File: src/hsfd_pkg.sv
`timescale 1ns / 1ps

package hsfd_pkg;

  typedef struct packed {
    logic [7:0] rx_byte;
    logic       frame_start;
  } in_t;

  typedef struct packed {
    logic signed [14:0] temperature_centi;
    logic [13:0]        humidity_centi;
    logic               temp_crc_ok;
    logic               hum_crc_ok;
  } out_t;

  // Position of a byte within the six-byte frame.
  typedef enum logic [2:0] {
    POS_T_HI  = 3'd0,
    POS_T_LO  = 3'd1,
    POS_T_CRC = 3'd2,
    POS_H_HI  = 3'd3,
    POS_H_LO  = 3'd4,
    POS_H_CRC = 3'd5
  } pos_t;

  localparam logic [7:0]  CRC_INIT     = 8'hFF;
  localparam logic [7:0]  CRC_POLY_LOW = 8'h31;
  localparam logic [15:0] STATUS_MASK  = 16'h0003;
  localparam logic [15:0] FULL_SCALE   = 16'hFFFF;
  localparam logic [14:0] TEMP_SPAN    = 15'd17500;
  localparam logic [14:0] HUM_SPAN     = 15'd10000;
  localparam logic [14:0] TEMP_OFFSET  = 15'd4500;

  // One byte of CRC-8, MSB first, no reflection.
  function automatic logic [7:0] crc8_step(input logic [7:0] crc, input logic [7:0] data);
    logic [7:0] c;
    c = crc ^ data;
    for (int i = 0; i < 8; i++) begin
      if (c[7]) begin
        c = {c[6:0], 1'b0} ^ CRC_POLY_LOW;
      end else begin
        c = {c[6:0], 1'b0};
      end
    end
    return c;
  endfunction

endpackage

File: src/humidity_sensor_frame_decoder.sv
`timescale 1ns / 1ps

// The sixth frame byte becomes a result beat through the input and output registers.
// Throughput: one byte beat per cycle; a waiting result stalls input only when the
// input register also holds a sixth byte.
// Reset (rst, synchronous, active high) empties both registers, restarts the frame
// position and sets the held temperature and humidity to zero.
module humidity_sensor_frame_decoder (
  input  logic             clk,
  input  logic             rst,
  input  logic             in_valid,
  output logic             in_ready,
  input  hsfd_pkg::in_t    in_data,
  output logic             out_valid,
  input  logic             out_ready,
  output hsfd_pkg::out_t   out_data
);

  // Input register: one byte beat waits here to be decoded.
  logic                 a_valid;
  hsfd_pkg::in_t        a_item;

  // Frame state.
  hsfd_pkg::pos_t       pos;
  hsfd_pkg::pos_t       pos_next;
  hsfd_pkg::pos_t       cur_pos;
  logic [7:0]           crc;
  logic [7:0]           crc_next;
  logic [7:0]           hi;
  logic [7:0]           hi_next;
  logic [30:0]          prod;
  logic [30:0]          prod_next;
  logic                 temp_good;
  logic                 temp_good_next;
  logic signed [14:0]   held_temp;
  logic signed [14:0]   held_temp_next;
  logic [13:0]          held_hum;
  logic [13:0]          held_hum_next;

  logic                 a_makes;
  logic                 a_go;
  logic                 match;
  logic [15:0]          raw;
  logic [14:0]          span;
  logic [14:0]          quot;
  logic [14:0]          temp_val;
  hsfd_pkg::out_t       result;

  // A frame mark restarts the position, so the byte is always a temperature high byte.
  assign cur_pos = a_item.frame_start ? hsfd_pkg::POS_T_HI : pos;

  // Only the humidity CRC byte yields a result, so only it waits on the output side.
  assign a_makes  = (cur_pos == hsfd_pkg::POS_H_CRC);
  assign a_go     = a_valid && (!a_makes || !out_valid || out_ready);
  assign in_ready = !a_valid || a_go;

  assign match = (crc == a_item.rx_byte);

  // The low data byte arrives now; the two status bits are cleared.
  assign raw  = {hi, a_item.rx_byte} & ~hsfd_pkg::STATUS_MASK;
  assign span = (cur_pos == hsfd_pkg::POS_H_LO) ? hsfd_pkg::HUM_SPAN : hsfd_pkg::TEMP_SPAN;

  // The product of span and raw word is registered when the low byte comes in, so the
  // CRC byte cycle only does the divide by full scale and the compare.
  hsfd_scale u_scale (
    .prod (prod),
    .quot (quot)
  );

  // The quotient stays below 17500, so the offset result fits 15 bits signed.
  assign temp_val = quot - hsfd_pkg::TEMP_OFFSET;

  always_comb begin
    pos_next       = pos;
    crc_next       = crc;
    hi_next        = hi;
    prod_next      = prod;
    temp_good_next = temp_good;
    held_temp_next = held_temp;
    held_hum_next  = held_hum;
    unique case (cur_pos) inside
      hsfd_pkg::POS_T_HI, hsfd_pkg::POS_H_HI: begin
        hi_next  = a_item.rx_byte;
        crc_next = hsfd_pkg::crc8_step(hsfd_pkg::CRC_INIT, a_item.rx_byte);
        pos_next = (cur_pos == hsfd_pkg::POS_T_HI) ? hsfd_pkg::POS_T_LO : hsfd_pkg::POS_H_LO;
      end
      hsfd_pkg::POS_T_LO, hsfd_pkg::POS_H_LO: begin
        crc_next  = hsfd_pkg::crc8_step(crc, a_item.rx_byte);
        prod_next = 31'(span * raw);
        pos_next  = (cur_pos == hsfd_pkg::POS_T_LO) ? hsfd_pkg::POS_T_CRC : hsfd_pkg::POS_H_CRC;
      end
      hsfd_pkg::POS_T_CRC: begin
        temp_good_next = match;
        if (match) begin
          held_temp_next = temp_val;
        end
        pos_next = hsfd_pkg::POS_H_HI;
      end
      hsfd_pkg::POS_H_CRC: begin
        if (match) begin
          held_hum_next = quot[13:0];
        end
        pos_next = hsfd_pkg::POS_T_HI;
      end
      default: begin
        // Unused position codes behave as the start of a frame.
        hi_next  = a_item.rx_byte;
        crc_next = hsfd_pkg::crc8_step(hsfd_pkg::CRC_INIT, a_item.rx_byte);
        pos_next = hsfd_pkg::POS_T_LO;
      end
    endcase
  end

  // The result carries the temperature held at this point of the frame and the
  // humidity after this word's update.
  always_comb begin
    result.temperature_centi = held_temp;
    result.humidity_centi    = held_hum_next;
    result.temp_crc_ok       = temp_good;
    result.hum_crc_ok        = match;
  end

  always_ff @(posedge clk) begin
    if (rst) begin
      a_valid   <= 1'b0;
      out_valid <= 1'b0;
      pos       <= hsfd_pkg::POS_T_HI;
      crc       <= hsfd_pkg::CRC_INIT;
      hi        <= 8'd0;
      temp_good <= 1'b0;
      held_temp <= 15'sd0;
      held_hum  <= 14'd0;
    end else begin
      if (in_ready) begin
        a_valid <= in_valid;
      end
      if (in_valid && in_ready) begin
        a_item <= in_data;
      end
      if (out_valid && out_ready) begin
        out_valid <= 1'b0;
      end
      if (a_go) begin
        pos       <= pos_next;
        crc       <= crc_next;
        hi        <= hi_next;
        prod      <= prod_next;
        temp_good <= temp_good_next;
        held_temp <= held_temp_next;
        held_hum  <= held_hum_next;
        if (a_makes) begin
          out_valid <= 1'b1;
          out_data  <= result;
        end
      end
    end
  end

endmodule

File: src/hsfd_scale.sv
`timescale 1ns / 1ps

// Divides a scaled word by 65535 with one correction step.
module hsfd_scale (
  input  logic [30:0] prod,
  output logic [14:0] quot
);

  logic [14:0] q0;
  logic [16:0] rem;

  // Since 65535 = 2^16 - 1, the remainder of the first guess is low half plus guess.
  assign q0   = prod[30:16];
  assign rem  = {1'b0, prod[15:0]} + {2'b00, q0};
  assign quot = q0 + {14'd0, (rem >= {1'b0, hsfd_pkg::FULL_SCALE})};

endmodule

File: config.mk
export PLATFORM = sky130hd
export DESIGN_NAME = humidity_sensor_frame_decoder
export DESIGN_NICKNAME = d
export VERILOG_FILES = /design/src/hsfd_pkg.sv /design/src/humidity_sensor_frame_decoder.sv /design/src/hsfd_scale.sv
export SDC_FILE = /design/constraint.sdc
export NUM_CORES = 1
export LEC_CHECK = 0
export ABC_AREA = 1
export BUFFER_PORTS_ARGS = -buffer_cell sky130_fd_sc_hd__buf_2
export CORE_ASPECT_RATIO = 1.2
export CORE_UTILIZATION = 29
export DETAILED_ROUTE_END_ITERATION = 12
export SETUP_SLACK_MARGIN = 0.5
export SLEW_MARGIN = 5
export SYNTH_ARGS = -nofsm -noshare
export SYNTH_HDL_FRONTEND = slang
export SYNTH_HIERARCHICAL = 1
export SYNTH_SLANG_ARGS = --single-unit
File: constraint.sdc
create_clock -name clk -period 6.7 [get_ports clk]
set_input_delay 1.005 -clock clk [delete_from_list [all_inputs] [get_ports clk]]
set_output_delay 1.005 -clock clk [all_outputs]
set_load 0.02 [all_outputs]
==> metrics <==
CTS H-tree lvls 4; register area share after synthesis 27.6%; std cell rows 77; initial core utilization 29.7%; area share of the largest cell type after synthesis 18.3%; Setup TNS Final 0 ns; max-cap viol count 0; WP data required 6.94 ns; layout cells sized above 1 13.0%; most frequent cells in the layout nand2_1, inv_1, ha_1; Final Util 33.4%; worst skew pair latency 0.43 ns; post-synth top area cell edfxtp_1; first-pass GRT wire length 41700 um; failing checks DRC; io pins 46; RePlAce Congestion 0.887; DRC violations left 4; pwr/cell area 299 nW/um^2; Post-DRT Antenna Nets 0; Clock Tree Root clkbuf_16; startpoint type of the worst setup path register; fmax 174 MHz; number of synthesized register bits 118; RSZ-0062 raised after global routing no; Max-Slew Margin vs Limit 22.7%; clk sinks 118; Layout fillers 3878; WP data arrival 5.99 ns; TritonCTS buffer count 17; HPWL Detailed 21200 um; GRT Overall Usage 13.4%; Final period util 85.9%; Synth Cell Area 11000 um^2; Least-Margin Pin Slew 1.16 ns; drt pass-1 iters 10; final setup fails 0; max-slew violation count 0; diode count 0; Routed wire per std cell 13.7 um; Die Area 38700 um^2; die extent in y 215 um; Yosys warning count 6; number of I/O port buffers 45; Synth Flop Type edfxtp_1; Min Clock Period, post-route 5.75 ns; DRT iter0 DRCs 514; CTS clk-pin slew, worst paths 0.06 ns; GRT Residual Overflow 0; main combinational cell family by area after synthesis adder cells; Post-Synth XOR/XNOR Area 5.37%; Max Buffers Root-to-Sink 2; largest net degree at the start of global routing 32; crit end category register; Crit Path Class register to register; skew final 0.0251 ns; commonest non-fill, non-tap cell in the layout nand2_1; Synth area leaders edfxtp_1, ha_1, fa_1; vias in the first global route 8306; Final Routed Wirelength 25400 um; Area growth, synth to finish 12.7%; Final Hold Fails 0; LEAKAGE 6.12 nW; Compound-Gate Fraction of Synth Area 9.69%; outcome finished with violations; asr flop ratio synth 0%; Avg Vias per Cell 4.62; total number of vias 8582; Cells after Synth 1306; initial antenna violation count 0; Post-Synth Adder-Cell Area 28.5%; Post-Synth Simple-Gate Area 19.4%; final net count 1591; core area 37100 um^2; Crit Path Max Fanout 19; Die Width 180 um; CTS tree done; proportion of synthesized area in mux cells 0%; hold slack 0.429 ns; Post-synth EDFFs 67; peak supply drop 0.234 mV; syn_area_per_cell 8.43 um^2; Yosys cell types 49; Hold Path Class register to register
-- through the flow --
stage | power, mW | std cells | setup slack (ns) | instance area, um^2
2_1_floorplan | 2.32 | 1322 | 1.48 | 11100
3_3_place_gp | 2.79 | 1827 | 0.777 | 11800
3_5_place_dp | 2.80 | 1827 | 0.784 | 11800
4_1_cts | 3.74 | 1859 | 0.740 | 12400
5_1_grt | 4.02 | 1859 | 0.471 | 12400
6_report | 3.70 | 1859 | 0.946 | 12400
-- state kept, by name, summed over array words and instances (netlist names) --
signal / flops
pos: 3
hi: 8
a_item: 9
out_valid: 1
out_data: 31
prod: 27
temp_good: 1
a_valid: 1
held_temp: 15
crc: 8
held_hum: 14
-- path summary, 6_finish.rpt --
| kind | startpoint | to | slack (ns) | depth (start not counted) |
|---|---|---|---|---|
| setup / recovery | a_item[0]$_DFFE_PP_ | prod[24]$_DFFE_PP_ | 0.95 | 25 |
| hold / removal | held_temp[7]$_SDFFE_PP0P_ | out_data[23]$_DFFE_PP_ | 0.43 | 0 |
| setup reg to reg | a_item[0]$_DFFE_PP_ | prod[24]$_DFFE_PP_ | 0.95 | 25 |
| hold reg to reg | held_temp[7]$_SDFFE_PP0P_ | out_data[23]$_DFFE_PP_ | 0.43 | 0 |
-- routing by layer --
metal | track usage [%] | up-vias | part of all wire [%] | routed length (um)
li1 | - | 4329 | - | -
met1 | 15.7 | 4102 | 43 | 11000
met2 | 25.0 | 114 | 53 | 13400
met3 | 1.54 | 37 | 1.8 | 461
met4 | 4.57 | 0 | 2.1 | 542
met5 | 0 | - | 0 | 0
-- Yosys cell counts, types with 7 or more instances --
master and number:
nand3_1 59, inv_1 222, nand2_2 19, dfxtp_1 51
nor3_1 10, o21ai_2 28, clkbuf_1 7, xnor2_1 29
xor2_1 31, edfxtp_1 67, o21ai_1 9, a21oi_1 78
fa_1 74, nand4_1 14, o21ai_0 42, nand2_1 238
inv_2 20, ha_1 132, nor2_1 100
-- power breakdown --
group	total, mW	switching, mW	internal [mW]
Sequential	0.898	0.0277	0.870
Combinational	1.89	1.20	0.689
Clock	0.919	0.362	0.557
Total	3.70	1.59	2.12
-- worst max-delay path, stage by stage, from the launching register on --
cell and delay, ns:
edfxtp_1 0.39, inv_2 0.06, nand4_1 0.13, buf_6 0.21, inv_2 0.11, nor2_2 0.15
inv_1 0.09, nor2_2 0.17, nor3_1 0.07, ha_1 0.18, or2_2 0.30, fa_1 0.42
fa_1 0.52, inv_1 0.05, fa_1 0.50, fa_1 0.54, inv_1 0.04, ha_1 0.28
ha_1 0.38, nand2_1 0.15, nor2_1 0.17, inv_1 0.07, nor2_1 0.16, nand4_1 0.10
nand3_1 0.11, xor2_1 0.21
-- layout make-up --
cell class / instances / area (um^2) / area share [%]
inverters: 245 / 923 / 7.44
multi-input cells: 942 / 7010 / 56.5
clock buffers: 17 / 425 / 3.43
flip-flops and latches: 118 / 3030 / 24.5
clock inverters: 15 / 169 / 1.36
repair buffers: 48 / 251 / 2.03
well taps: 474 / 593 / 4.78
-- cell families after synthesis --
logic type               after synthesis
buffers and inverters                262
adder cells (fa/ha/maj)              206
XOR/XNOR                              64
AO/OA/AOI/OAI                        180
other                                  2
flip-flops                           118
AND/OR/NAND/NOR                      474
-- timing repair --
| action | CTS | global route |
|---|---|---|
| endpoints found under the setup margin | 0 | 11 |
| hold buffers | 0 | 0 |
| gates resized for setup | 0 | 5 |
| buffers inserted | 0 | 0 |
| hold endpoints to repair | 0 | 0 |
Note: power is estimated with default switching activity, not from simulation.
